`src/design/rent_pkg.sv`:
```
// Shared constants, codes and types of the running error norm tracker
`default_nettype none
package rent_pkg;
    localparam int MAX_ELEMENTS = 1024;
    localparam int ERROR_BITS   = 16;
    localparam int CNT_W        = $clog2(MAX_ELEMENTS + 1);
    localparam int ADDR_W       = $clog2(MAX_ELEMENTS);
    localparam int SUM_W        = 42;
    localparam int AGG_W        = 32;
    localparam int UPD_W        = 17;
    localparam int UPD_MAX      = 65535;
    localparam int TERM_W       = 2 * ERROR_BITS;
    localparam int DIV_STEPS    = SUM_W;
    localparam int DCNT_W       = $clog2(DIV_STEPS + 1);
    localparam int PADDR_W      = 5;
    localparam int ELEM_W       = 11;

    localparam logic [1:0] FUNC_ADD = 2'd0;
    localparam logic [1:0] FUNC_REM = 2'd1;
    localparam logic [1:0] FUNC_UPD = 2'd2;

    localparam logic [1:0] TM_NEVER = 2'd0;
    localparam logic [1:0] TM_COUNT = 2'd1;
    localparam logic [1:0] TM_LEVEL = 2'd2;

    localparam logic [1:0] NK_MAX  = 2'd0;
    localparam logic [1:0] NK_MEAN = 2'd1;
    localparam logic [1:0] NK_SQR  = 2'd2;

    localparam logic [1:0] STATUS_OK     = 2'd0;
    localparam logic [1:0] STATUS_FULL   = 2'd1;
    localparam logic [1:0] STATUS_ABSENT = 2'd2;

    localparam logic [2:0] REG_TERM_MODE    = 3'd0;
    localparam logic [2:0] REG_NORM_KIND    = 3'd1;
    localparam logic [2:0] REG_DIRECTION    = 3'd2;
    localparam logic [2:0] REG_UPDATE_LIMIT = 3'd3;
    localparam logic [2:0] REG_ERROR_LEVEL  = 3'd4;

    typedef enum logic [3:0] {
        ST_IDLE,
        ST_DISPATCH,
        ST_ADD,
        ST_FIND,
        ST_MOVE_RD,
        ST_MOVE_WR,
        ST_RECOMP,
        ST_DIV,
        ST_SCAN,
        ST_FINISH
    } t_state;

    typedef struct packed {
        logic capture;
        logic add_commit;
        logic scan_start;
        logic scan_step;
        logic move_rd;
        logic move_wr;
        logic div_start;
        logic div_step;
        logic agg_zero;
        logic agg_div;
        logic agg_max;
        logic upd_inc;
        logic st_full;
        logic st_absent;
        logic out_load;
    } t_cmd;

    typedef struct packed {
        logic is_add;
        logic is_rem;
        logic is_upd;
        logic full;
        logic cnt_zero;
        logic mean_norm;
        logic scan_done;
        logic hit;
        logic div_done;
        logic out_free;
    } t_stat;
endpackage
`default_nettype wire

```
`src/design/rent_ctrl.sv`:
```
// Controller state machine of the running error norm tracker
`default_nettype none
module rent_ctrl (
    input  wire logic           i_clk,
    input  wire logic           i_rst_n,
    input  wire logic           i_valid,
    output logic                o_ready,
    input  wire rent_pkg::t_stat i_stat,
    output rent_pkg::t_cmd      o_cmd
);
    import rent_pkg::*;

    t_state r_state, n_state;

    always_ff @(posedge i_clk) begin
        if (!i_rst_n) begin
            r_state <= ST_IDLE;
        end else begin
            r_state <= n_state;
        end
    end

    always_comb begin
        n_state = r_state;
        o_cmd   = '0;
        o_ready = 1'b0;
        case (r_state)
            ST_IDLE: begin
                o_ready = 1'b1;
                if (i_valid) begin
                    o_cmd.capture = 1'b1;
                    n_state = ST_DISPATCH;
                end
            end
            ST_DISPATCH: begin
                if (i_stat.is_add) begin
                    if (i_stat.full) begin
                        o_cmd.st_full = 1'b1;
                        n_state = ST_FINISH;
                    end else begin
                        n_state = ST_ADD;
                    end
                end else if (i_stat.is_rem) begin
                    o_cmd.scan_start = 1'b1;
                    n_state = ST_FIND;
                end else if (i_stat.is_upd) begin
                    o_cmd.upd_inc = 1'b1;
                    n_state = ST_FINISH;
                end else begin
                    n_state = ST_FINISH;
                end
            end
            ST_ADD: begin
                o_cmd.add_commit = 1'b1;
                n_state = ST_RECOMP;
            end
            ST_FIND: begin
                if (i_stat.hit) begin
                    n_state = ST_MOVE_RD;
                end else if (i_stat.scan_done) begin
                    o_cmd.st_absent = 1'b1;
                    n_state = ST_FINISH;
                end else begin
                    o_cmd.scan_step = 1'b1;
                end
            end
            ST_MOVE_RD: begin
                o_cmd.move_rd = 1'b1;
                n_state = ST_MOVE_WR;
            end
            ST_MOVE_WR: begin
                o_cmd.move_wr = 1'b1;
                n_state = ST_RECOMP;
            end
            ST_RECOMP: begin
                if (i_stat.cnt_zero) begin
                    o_cmd.agg_zero = 1'b1;
                    n_state = ST_FINISH;
                end else if (i_stat.mean_norm) begin
                    o_cmd.div_start = 1'b1;
                    n_state = ST_DIV;
                end else begin
                    o_cmd.scan_start = 1'b1;
                    n_state = ST_SCAN;
                end
            end
            ST_DIV: begin
                if (i_stat.div_done) begin
                    o_cmd.agg_div = 1'b1;
                    n_state = ST_FINISH;
                end else begin
                    o_cmd.div_step = 1'b1;
                end
            end
            ST_SCAN: begin
                if (i_stat.scan_done) begin
                    o_cmd.agg_max = 1'b1;
                    n_state = ST_FINISH;
                end else begin
                    o_cmd.scan_step = 1'b1;
                end
            end
            ST_FINISH: begin
                if (i_stat.out_free) begin
                    o_cmd.out_load = 1'b1;
                    n_state = ST_IDLE;
                end
            end
            default: begin
                n_state = ST_IDLE;
            end
        endcase
    end
endmodule
`default_nettype wire

```
`config.mk`:
```
export PLATFORM = sky130hd
export DESIGN_NAME = rent_ctrl
export DESIGN_NICKNAME = d
export VERILOG_FILES = /design/src/design/rent_pkg.sv /design/src/design/rent_ctrl.sv
export SDC_FILE = /design/constraint.sdc
export NUM_CORES = 1
export LEC_CHECK = 0
export ABC_AREA = 1
export BUFFER_PORTS_ARGS = -buffer_cell sky130_fd_sc_hd__buf_2
export CORE_UTILIZATION = 37
export DETAILED_ROUTE_END_ITERATION = 8
export PLACE_DENSITY = 0.72
export SLEW_MARGIN = 5
export SYNTH_ARGS = -nofsm -noshare
export SYNTH_HDL_FRONTEND = slang
export SYNTH_SLANG_ARGS = --single-unit
```
`constraint.sdc`:
```
create_clock -name i_clk -period 1.21 [get_ports i_clk]
set_clock_uncertainty 0.15 [all_clocks]
set_input_delay 0.0605 -clock i_clk [delete_from_list [all_inputs] [get_ports i_clk]]
set_output_delay 0.0605 -clock i_clk [all_outputs]
set_load 0.005 [all_outputs]
```
==> impl_results.md, run 1 <==
* All-Layer GR Usage at 27.1%
* Worst-Margin Slew at 0.245 ns
* Number of I/O pins at 29
* Die Y at 38.9 um
* CTS tree: yes
* Core ar. at 1190 um^2
* GP Congestion at 0.845
* Pwr Total at 1.80 mW
* Initial antenna violation count at 0
* Synthesized area at 504 um^2
* Final setup fails at 20
* Die footprint at 1510 um^2
* Layout overhead on the synthesized area at 106%
* Adder-cell share of the synthesized area at 0%
* Biggest regs: r_state: 4 flops
* IO buf count at 28
* Crit Path Max Fanout at 4
* Status: finished, violations left
* Pint at 950 uW
* Post-route ant nets at 0
* Vias per cell at 5.16
* Sw power at 851 uW
* First-pass GRT wire length at 2.74 mm
* Routed vias at 841
* Mapped Cells at 99
* Post-synthesis mux area share at 0%
* Pin count of the biggest net entering global routing at 7
* Routed wl met3 at 122 um
* Worst-path clk slew at 0.04 ns
* Antenna diodes at 0
* Max_cap viols at 0
* Largest family of logic cells by synthesized area: simple AND/OR/NAND/NOR gates
* Wl on met1 at 909 um
* Synth Area in Compound Gates at 6.70%
* Static leakage at 0.649 nW
* DRC viols at 0
* Crit end category: output port
* Max clock buf depth at 2
* Synthesized area per cell at 5.09 um^2
* Dpl hpwl at 1.07 mm
* R2R depth at 9
* Max frequency at 646 MHz
* Row count at 12
* Root Buffer: clkbuf_4
* Final Hold Vio Count at 0
* Synth cell types at 16
* Warnings, synthesis at 0
* Data required time at the worst endpoint at 1.00 ns
* Comb pwr share at 74.7%
* Grt ovf at 0
* Final net count at 164
* Post-Route Setup TNS at -4.88 ns
* Final Slew Violations at 0
* Routed WL at 2.27 mm
* Initial core utilization at 42.5%
* RSZ-0062 raised after global routing: yes
* H-tree Lvls at 1
* Most frequent cells in the layout: buf_2, nand2_1, inv_1
* Critical path type: flop to output port
* Violated checks: negative setup slack
* Sequential area share after synthesis at 15.9%
* CTS Buf Count at 3
* Relative slew slack at 83.6%
* DR top layer: met4
* DR iter-0 viols at 24
* Simple-Gate Fraction of Synth Area at 58.8%
* Sequential power share at 15.4%
* WL/cell at 13.9 um
* Type of the most critical hold path: input pin to flop
* Clock Latency Late Sink at 0.25 ns
* #FFs+latches synth at 4
* Die Width at 38.9 um
* Largest Register: r_state
* Met2 WL at 1.13 mm
* Placement Cell Area at 708 um^2
* Crit path DAT at 1.34 ns
* P per Cell Area at 1730 nW/um^2
* Sink Count at 4
* Period utilization at 128%
* Leading area contributor after synthesis: nand2_1
* Largest register FFs at 4
* Share of cells above drive strength 1 at 61.7%
* Hold slack at 0.0430 ns
* Setup ws final at -0.338 ns
* Most common cell after layout, fill and taps aside: buf_2
* Peak VDD IR at 1260 uV
* Number of global-route vias before repair at 649
* Startpoint types: flop
* Area share of the largest cell type after synthesis at 20.8%
* Post-Synth XOR/XNOR Area at 0%
* Synth top area cells: nand2_1, inv_1, dfxtp_1
* Sw Share at 47.3%
* WHS Path Cells at 5
* Share of total power in the clock network at 9.9%
* Initial DRT Pass Iterations at 4
* Syn Nets at 112
* Final Cell Area at 1040 um^2
* Minimum clock period at 1.55 ns
-- timing repair --
action / CTS / global route
resized for setup: 33 / 28
setup endpoints to repair: 20 / 20
setup buffers: 11 / 1
hold buffers: 1 / 0
pin swaps: 6 / 14
endpoints found under the hold margin: 4 / 0
-- layer usage --
metal / up-vias / global-route usage [%]
li1: 401 / -
met1: 371 / 30.7
met2: 51 / 51.2
met3: 18 / 5.20
met4: 0 / 5.17
met5: - / 0
-- power by group through the flow --
stage | Clock (mW) | Sequential (mW) | Combinational [mW]
after floorplan | 0 | 0.224 | 0.442
after global placement | 0 | 0.227 | 0.692
after detailed placement | 0 | 0.231 | 0.701
after CTS | 0.173 | 0.264 | 1.08
after global routing | 0.189 | 0.287 | 1.43
final | 0.177 | 0.278 | 1.35
-- worst max-delay path, stage by stage, from the launching register on --
cell,delay (ns)
dfxtp_4,0.37
inv_1,0.08
nor2_4,0.17
nand2_1,0.14
a21oi_2,0.19
buf_2,0.13
-- final timing paths --
check,startpoint,to,slack [ns]
worst max-delay path,r_state[3]$_SDFFE_PN0P_,o_cmd[11],-0.34
worst min register to register,r_state[2]$_SDFFE_PN0P_,r_state[3]$_SDFFE_PN0P_,0.57
worst max register to register,r_state[2]$_SDFFE_PN0P_,r_state[0]$_SDFFE_PN0P_,-0.28
worst min-delay path,i_stat[0],r_state[3]$_SDFFE_PN0P_,0.04
-- kinds of logic (layout without fill, tap and decap cells) --
family	Yosys count	count (layout)
simple gates	64	64
buf+inv	25	75
compound gates	6	6
flops	4	4
-- Yosys cell counts --
library cell,number
nand2_1,28
inv_1,22
nor2_1,18
nand3_1,7
a21oi_1,4
dfxtp_1,4
nor2_2,4
inv_2,3
nor2_4,2
nand2_2,1
nand3b_1,1
nor3_1,1
nor3_4,1
nor4_1,1
o21ai_0,1
o32ai_1,1
-- stage by stage --
stage / utilization (%) / worst slack, ns / cells
detailed placement: 59.7 / -0.195 / 147
finish: 87.7 / -0.338 / 163
CTS: 78.0 / -0.254 / 162
global placement: 59.7 / -0.173 / 147
floorplan: - / 0.00293 / 99
global route: 87.7 / -0.386 / 163
-- cell type report --
type                    count  area [um^2]
multi-input cells          70          459
repair buffers             47          349
fillers                    69          146
inverters                  25         96.3
flip-flops and latches      4         95.1
clock buffers               3         22.5
well taps                  14         17.5
No activity file was read; power rests on OpenSTA's default activity.
==> inputs of run 2 (changes only) <==
--- a/config.mk
+++ b/config.mk
@@ -9,6 +9,7 @@
 export BUFFER_PORTS_ARGS = -buffer_cell sky130_fd_sc_hd__buf_2
 export CORE_UTILIZATION = 37
 export DETAILED_ROUTE_END_ITERATION = 8
+export HOLD_SLACK_MARGIN = 0.12
 export PLACE_DENSITY = 0.72
 export SLEW_MARGIN = 5
 export SYNTH_ARGS = -nofsm -noshare
==> run 2 against run 1 <==
  * Via count down 0.59%
  * Sequential power hardly changed
  * First-iteration DRC count rose by 17%
  * Largest power group unchanged
  * Worst hold slack improved by 0.17 ns
  * Global-route usage increased by 1.2 points
  * Clock-buffer cell count is the same
  * Clock power down 4%
  * The run still ends with negative setup slack left
  * Combinational power is essentially flat
  * Register-to-register slack about the same
  * Power is essentially flat
  * Flip-flop and latch count stayed put
  * Core utilization grew 1.9 points
==> impl_results.md, run 2 (synthesis results as in run 1) <==
* Antenna diodes at 0 (unchanged)
* Crit path largest cell delay at 0.39 ns (+0.02 ns)
* Number of I/O pins at 29 (unchanged)
* Placement Cell Area at 708 um^2 (unchanged)
* Initial core utilization at 42.5% (unchanged)
* DR iter-0 viols at 28 (+17%)
* Violated checks: negative setup slack
* Peak VDD IR at 1180 uV (-6.5%)
* Top Usage Layer GRT: met2
* GRT met1 Usage at 30.0% (-0.69 points)
* Sequential power share at 15.5% (about the same)
* Crit path DAT at 1.31 ns (-0.03 ns)
* IO buf count at 28 (unchanged)
* Layout overhead on the synthesized area at 111%
* Fillers at 61 (-12%)
* Pwr Total at 1.80 mW (about the same)
* Period utilization at 126% (-2.0 points)
* First-pass GRT wire length at 2.83 mm (+3.3%)
* All-Layer GR Usage at 28.2% (+1.2 points)
* Comb pwr share at 75.1% (+0.4 points)
* Most frequent cells in the layout: buf_2, nand2_1, inv_1
* Max clock buf depth at 2 (unchanged)
* Vias per cell at 5.07 (-1.8%)
* Crit end category: output port
* GRT met3 Usage at 5.20% (unchanged)
* Die Width at 38.9 um (unchanged)
* Register Area at 95.1 um^2 (unchanged)
* Critical path type: flop to output port
* Die Y at 38.9 um (unchanged)
* Max frequency at 656 MHz (+1.6%)
* Grt ovf at 0 (unchanged)
* Dpl hpwl at 1.07 mm (unchanged)
* Highest-delay cell along the critical path: dfxtp_4
* Final setup fails at 20 (unchanged)
* Die footprint at 1510 um^2 (unchanged)
* Clock Latency Late Sink at 0.24 ns (about the same)
* Worst-path clk slew at 0.04 ns (about the same)
* Core ar. at 1190 um^2 (unchanged)
* Relative slew slack at 83.5% (-0.17 points)
* Worst path cell trace: inv_4, nor2_4, nand2_4, o32ai_2, buf_2
* Biggest regs: r_state: 4 flops
* Routed WL at 2.30 mm (+1.5%)
* Final Cell Area at 1060 um^2 (+2.2%)
* Setup ws final at -0.314 ns (+0.0244 ns)
* Most common cell after layout, fill and taps aside: buf_2
* Number of global-route vias before repair at 677 (+4.3%)
* Status: finished, violations left
* Pint at 956 uW (+0.62%)
* Initial DRT Pass Iterations at 4 (unchanged)
* Largest Register: r_state
* Data required time at the worst endpoint at 1.00 ns (about the same)
* Post-route ant nets at 0 (unchanged)
* CTS tree: yes
* Share of cells above drive strength 1 at 60.9% (-0.82 points)
* Area of the multi-input gates at 459 um^2 (unchanged)
* WL/cell at 13.9 um (+0.23%)
* Crit path max-delay family: flip-flops
* Max_cap viols at 0 (unchanged)
* Routed vias at 836 (-0.59%)
* H-tree Lvls at 1 (unchanged)
* Root Buffer: clkbuf_4
* Number of buffers and inverters on the critical path at 2 (unchanged)
* Hold slack at 0.210 ns (+0.167 ns)
* Met2 Use GR at 56.3% (+5.0 points)
* Startpoint types: flop
* Post-Layout Cell Count at 165 (+1.2%)
* Final core occ at 89.6% (+1.9 points)
* Sink Count at 4 (unchanged)
* Final Slew Violations at 0 (unchanged)
* Crit Path Max Fanout at 4 (unchanged)
* Initial antenna violation count at 0 (unchanged)
* Sw power at 845 uW (-0.71%)
* Pin count of the biggest net entering global routing at 7 (unchanged)
* Final Hold Vio Count at 0 (unchanged)
* Minimum clock period at 1.52 ns (-0.0244 ns)
* Row count at 12 (unchanged)
* RSZ-0062 raised after global routing: yes
* Final net count at 166 (+1.2%)
* DRC viols at 0 (unchanged)
* P per Cell Area at 1700 nW/um^2 (-2.1%)
* Static leakage at 0.657 nW (+1.2%)
* Share of total power in the clock network at 9.4% (-0.5 points)
* GP Congestion at 0.845 (unchanged)
* Type of the most critical hold path: input pin to flop
* Largest register FFs at 4 (unchanged)
* Worst-Margin Slew at 0.247 ns (+0.00258 ns)
* Sw Share at 46.9% (-0.33 points)
* CTS Buf Count at 3 (unchanged)
* Placed cells at 147 (unchanged)
run 2: cell types whose count changed in the layout (fill, tap and decap cells not counted):
cell	previous run	this run
inv_2	8	7
inv_4	1	2
dlygate4sd3_1	1	3
run 2: area by class of cell:
class / count / share of cell area, %
Clock buffer: 3 / 2.12
Inverter: 25 / 9.31
Multi-Input combinational cell: 70 / 43.2
Sequential cell: 4 / 8.95
Tap cell: 14 / 1.65
Timing Repair Buffer: 49 / 34.7
run 2: worst reg2reg max path: stages, from the launching register on:
cell	delay, ns
dfxtp_4	0.39
inv_4	0.05
nor2_4	0.18
buf_6	0.15
nand2_1	0.09
nand2_1	0.10
nor2_1	0.05
nand2_1	0.07
nand2_1	0.05
a21oi_1	0.13
run 2: metal layers:
layer / vias to the layer above / share of wire, %
met5: - / 0
met4: 0 / 2.5
met3: 10 / 7.7
met2: 60 / 51
met1: 367 / 38
li1: 399 / -
run 2: metrics by stage:
| stage | setup TNS, ns | setup slack, ns |
|---|---|---|
| 2_1_floorplan | 0 | 0.00293 |
| 3_3_place_gp | -0.599 | -0.173 |
| 3_5_place_dp | -0.935 | -0.195 |
| 4_1_cts | -3.61 | -0.254 |
| 5_1_grt | -5.82 | -0.356 |
| 6_report | -4.91 | -0.314 |
run 2: power groups by stage:
stage          logic, mW  clock network [mW]  registers, mW
2_1_floorplan      0.442                   0          0.224
5_1_grt             1.44               0.183          0.287
4_1_cts             1.08               0.173          0.264
3_3_place_gp       0.692                   0          0.227
3_5_place_dp       0.701                   0          0.231
6_report            1.35               0.170          0.279
run 2: worst paths after layout:
check | end | from | slack, ns | cells after the start
setup / recovery | o_cmd[12] | r_state[2]$_SDFFE_PN0P_ | -0.31 | 5
hold / removal | r_state[2]$_SDFFE_PN0P_ | i_stat[2] | 0.21 | 7
setup reg to reg | r_state[0]$_SDFFE_PN0P_ | r_state[2]$_SDFFE_PN0P_ | -0.28 | 9
hold reg to reg | r_state[3]$_SDFFE_PN0P_ | r_state[2]$_SDFFE_PN0P_ | 0.58 | 4
run 2: timing repair:
item,4_1_cts,5_1_grt
hold buffers,3,0
pin swaps,6,12
setup endpoints to repair,20,20
gates resized for setup,33,29
buffers inserted,11,1
endpoints found under the hold margin,4,0
==> inputs of run 3 (changes only) <==
--- a/config.mk
+++ b/config.mk
@@ -5,12 +5,11 @@
 export SDC_FILE = /design/constraint.sdc
 export NUM_CORES = 1
 export LEC_CHECK = 0
-export ABC_AREA = 1
 export BUFFER_PORTS_ARGS = -buffer_cell sky130_fd_sc_hd__buf_2
-export CORE_UTILIZATION = 37
+export CORE_UTILIZATION = 39
 export DETAILED_ROUTE_END_ITERATION = 8
 export HOLD_SLACK_MARGIN = 0.12
-export PLACE_DENSITY = 0.72
+export PLACE_DENSITY = 0.74
 export SLEW_MARGIN = 5
 export SYNTH_ARGS = -nofsm -noshare
 export SYNTH_HDL_FRONTEND = slang
==> run 3 against run 2 <==
  * The run now fails in global routing (5_1_grt)
  * Synthesized cell count is 22% lower
  * Synthesized area is 9.4% higher
==> impl_results.md, run 3 <==
* Status: aborted with a tool error
* Fail Step: global routing (5_1_grt)
* Run Error: [ERROR DPL-0038] Utilization greater than 100%, impossible to legalize
* Sequential area share after synthesis at 14.5% (-1.4 points)
* Area share of the largest cell type after synthesis at 14.5% (-6.3 points)
* Pin count of the biggest net entering global routing at 9
* Die Width at 39.6 um (+1.8%)
* Leading area contributor after synthesis: dfxtp_1
* IO buf count at 28 (unchanged)
* Place WS at -0.217 ns (-0.0215 ns)
* Dpl hpwl at 1.46 mm (+36%)
* CTS Buf Count at 3 (unchanged)
* Worst_ep kind: top-level output
* Synthesized area per cell at 7.17 um^2 (+41%)
* Die Y at 39.6 um (+1.8%)
* Cell with the most instances after synthesis: nor3_1
* FFs w/ async S/R, synth at 0% (unchanged)
* Warnings, synthesis at 0 (unchanged)
* Initial core utilization at 42.4% (-0.11 points)
* Number of I/O pins at 29 (unchanged)
* Synth cell types at 37 (+21)
* Synth top area cells: dfxtp_1, nor3_1, nor2_1
* Root Buffer: clkbuf_4
* GP Congestion at 0.908 (+7.5%)
* Mapped Cells at 77 (-22%)
* Ys flop type: dfxtp_1
* Top cell types by occurrence after synthesis: nor3_1, nor2_1, nand2_1, dfxtp_1
* H-tree Lvls at 1 (unchanged)
* Max clock buf depth at 2 (unchanged)
* Worst Endpoint after GRT Repair: o_cmd[12]
* Sink Count at 4 (unchanged)
* Synthesized area at 552 um^2 (+9.4%)
* Syn Nets at 90 (-20%)
* #FFs+latches synth at 4 (unchanged)
* EDFF count, synth at 0 (unchanged)
* Row count at 13 (+1)
run 3: cell count changes after synthesis, sizes merged, moves of 3 or more:
cell / previous run / this run
inv: 25 / 3
o21ai: 1 / 4
nor3: 2 / 13
nand2: 29 / 6
nor2: 24 / 8
buf: 0 / 5
nor2b: 0 / 3
nand3: 7 / 1
nor3b: 0 / 3
nand2b: 0 / 3
run 3: timing repair:
action	in CTS
buffers inserted	14
pin swaps	13
resized for setup	29
endpoints found under the hold margin	4
endpoints found under the setup margin	20
hold buffers	1
run 3: cells by family after synthesis:
| logic type | share of synthesized area [%] |
|---|---|
| AND/OR/NAND/NOR | 51.7 |
| AO/OA/AOI/OAI | 22.7 |
| buffers and inverters | 9.30 |
| flip-flops | 14.5 |
| multiplexers | 1.81 |
run 3: through the flow:
stage	hold WS [ns]	cells	TNS, ns	area [um^2]
3_5_place_dp	0.193	135	-1.65	876
4_1_cts	-0.0307	154	-4.51	1150
2_1_floorplan	0.00520	77	-0.251	611
3_3_place_gp	0.189	135	-1.21	876
==> inputs of run 4 (changes only) <==
--- a/config.mk
+++ b/config.mk
@@ -6,10 +6,10 @@
 export NUM_CORES = 1
 export LEC_CHECK = 0
 export BUFFER_PORTS_ARGS = -buffer_cell sky130_fd_sc_hd__buf_2
-export CORE_UTILIZATION = 39
+export CORE_AREA = 2 2 63 65
 export DETAILED_ROUTE_END_ITERATION = 8
-export HOLD_SLACK_MARGIN = 0.12
-export PLACE_DENSITY = 0.74
+export DIE_AREA = 0 0 65 67
+export PLACE_DENSITY_LB_ADDON = 0.15
 export SLEW_MARGIN = 5
 export SYNTH_ARGS = -nofsm -noshare
 export SYNTH_HDL_FRONTEND = slang
==> constraint.sdc (replaced) <==
create_clock -name i_clk -period 1.57 [get_ports i_clk]
set_clock_uncertainty 0.15 [all_clocks]
set_input_delay 0.0785 -clock i_clk [delete_from_list [all_inputs] [get_ports i_clk]]
set_output_delay 0.0785 -clock i_clk [all_outputs]
set_load 0.005 [all_outputs]
==> run 4 against run 3 <==
  * The flow now finishes, with violations (negative hold slack)
  * Synthesized cell count stayed put
  * Synthesized area stayed put
==> impl_results.md, run 4 <==
* Worst-Margin Slew at 0.336 ns
* EDFF count, synth at 0 (unchanged)
* Pint at 742 uW
* Origin of the worst setup path: r_state[3]$_SDFFE_PN0P_
* Area share of the largest cell type after synthesis at 14.5% (unchanged)
* WHS Path Cells at 3
* CTS tree: yes
* Synth cell types at 37 (unchanged)
* Warnings, synthesis at 0 (unchanged)
* Share of cells above drive strength 1 at 52.2%
* Placed cells at 158 (+17%)
* Met2 Use GR at 13.3%
* Sw Share at 42.2%
* Share of total power in the clock network at 16.4%
* Hold slack at -0.00624 ns
* Comb pwr share at 66.5%
* Max frequency at 661 MHz
* Antenna diodes at 0
* Place WS at 0.0409 ns (+0.258 ns)
* Routed vias at 692
* Period utilization at 96.3%
* Sw power at 542 uW
* Data required time at the worst endpoint at 1.34 ns
* Relative slew slack at 77.4%
* P per Cell Area at 1440 nW/um^2
* Mapped Cells at 77 (unchanged)
* Post-route ant nets at 0
* Vias per cell at 4.25
* Row count at 22 (+9)
* Synthesized area per cell at 7.17 um^2 (unchanged)
* Core ar. at 3610 um^2
* RSZ-0062 raised after global routing: yes
* Crit Path Max Fanout at 5
* First-pass GRT wire length at 2.88 mm
* Grt ovf at 0
* Fillers at 412
* Setup ws final at 0.0574 ns
* IO buf count at 28 (unchanged)
* Die footprint at 4360 um^2
* Layout overhead on the synthesized area at 61.9%
* Clock Latency Late Sink at 0.21 ns
* Final setup fails at 0
* CTS Buf Count at 3 (unchanged)
* Ys flop type: dfxtp_1
* Die Width at 65 um (+64%)
* Critical path type: flop to output port
* DR iter-0 viols at 19
* Top Usage Layer GRT: met2
* Sequential area share after synthesis at 14.5% (unchanged)
* Peak VDD IR at 338 uV
* Most frequent cells in the layout: buf_2, buf_4, nor3_1
* H-tree Lvls at 1 (unchanged)
* Initial antenna violation count at 0
* Final Hold Vio Count at 1
* Max clock buf depth at 2 (unchanged)
* Largest Register: r_state
* Number of I/O pins at 29 (unchanged)
* Syn Nets at 90 (unchanged)
* Number of global-route vias before repair at 628
* Static leakage at 0.396 nW
* Routed WL at 1.87 mm
* Die Y at 67 um (+69%)
* Final Slew Violations at 0
* WL/cell at 11.5 um
* Root Buffer: clkbuf_8
* All-Layer GR Usage at 8.44%
* Leading area contributor after synthesis: dfxtp_1
* Critical R2R Launch: r_state[1]$_SDFFE_PN0P_
* Final net count at 130
* Crit end category: output port
* Largest register FFs at 4
* Synthesized area at 552 um^2 (unchanged)
* Cts hold-fix bufs at 0 (-1)
* Status: finished, violations left
* Max_cap viols at 0
* Top cell types by occurrence after synthesis: nor3_1, nor2_1, nand2_1, dfxtp_1
* GRT met1 Usage at 11.6%
* Biggest regs: r_state: 4 flops
* Crit path DAT at 1.28 ns
* Violated checks: negative hold slack
* Initial DRT Pass Iterations at 3
* Cell with the most instances after synthesis: nor3_1
* Reg2reg end: r_state[1]$_SDFFE_PN0P_
* Sink Count at 4 (unchanged)
* Type of the most critical hold path: input pin to flop
* R2R depth at 7
* Worst R2R Setup Slack at 0.10 ns
* Crit path to: o_cmd[12]
* Post-Layout Cell Count at 163
* Most common cell after layout, fill and taps aside: buf_2
* GP Congestion at 0.778 (-14%)
* Dpl hpwl at 1.47 mm (+0.95%)
* DRC viols at 0
* Minimum clock period at 1.51 ns
* #FFs+latches synth at 4 (unchanged)
* Sequential power share at 17.1%
* Initial core utilization at 15.3% (-27 points)
* GRT met3 Usage at 1.18%
* Worst-path clk slew at 0.03 ns
* Pin count of the biggest net entering global routing at 12
* Synth top area cells: dfxtp_1, nor3_1, nor2_1
* FFs w/ async S/R, synth at 0% (unchanged)
* Startpoint types: flop
* Pwr Total at 1.28 mW
## run 4: per-layer routing
layer / share of wire [%] / up-vias / routed length (um)
li1: - / 365 / -
met1: 48 / 312 / 898
met2: 47 / 13 / 883
met3: 3.3 / 2 / 61
met4: 1.3 / 0 / 25
met5: 0 / - / 0
## run 4: worst min path at each step
stage	startpoint	to	slack, ns
finish	i_rst_n	r_state[3]$_SDFFE_PN0P_	-0.006
detailed placement	i_rst_n	r_state[3]$_SDFFE_PN0P_	0.22
global placement	i_rst_n	r_state[3]$_SDFFE_PN0P_	0.23
floorplan	i_stat[3]	o_cmd[11]	0.04
CTS	i_rst_n	r_state[3]$_SDFFE_PN0P_	0.007
global route	i_rst_n	r_state[0]$_SDFFE_PN0P_	0.009
## run 4: worst max-delay path, cell delays in order (launching register included)
cell and delay [ns]:
dfxtp_2 0.32, or2_4 0.29, nor3_4 0.17, nand2_1 0.08, o41ai_2 0.05, buf_2 0.16
## run 4: final cells by class
class	instances	area, um^2	area share, %
sequential	4	88.8	9.94
inverter	3	11.3	1.26
multi-input combinational	65	462	51.7
timing repair buffer	40	230	25.8
tap	48	60.1	6.72
clock buffer	3	41.3	4.62
## run 4: cells by family after synthesis
family                 share of synthesized area [%]
AND/OR/NAND/NOR                                 51.7
AO/OA/AOI/OAI                                   22.7
multiplexers                                    1.81
flip-flops                                      14.5
buffers and inverters                           9.30
## run 4: power by group through the flow
stage	combinational [mW]	clock [mW]	sequential, mW
global route	0.947	0.226	0.226
CTS	0.784	0.214	0.212
finish	0.854	0.211	0.219
floorplan	0.532	0	0.170
detailed placement	0.757	0	0.208
global placement	0.778	0	0.209
## run 4: what timing repair did
| action | CTS | global route |
|---|---|---|
| resized for setup | 5 | 10 |
| gates cloned | 0 | 0 |
| buffers inserted | 0 | 2 |
| pin swaps | 0 | 3 |
| endpoints found under the setup margin | 4 | 5 |
## run 4: per-stage QoR
step | instance area, um^2 | util [%] | TNS [ns]
after floorplan | 552 | - | 0
after global placement | 787 | 21.8 | 0
final | 893 | 24.8 | 0
after CTS | 845 | 23.4 | 0
after detailed placement | 787 | 21.8 | 0
after global routing | 893 | 24.8 | -0.0260
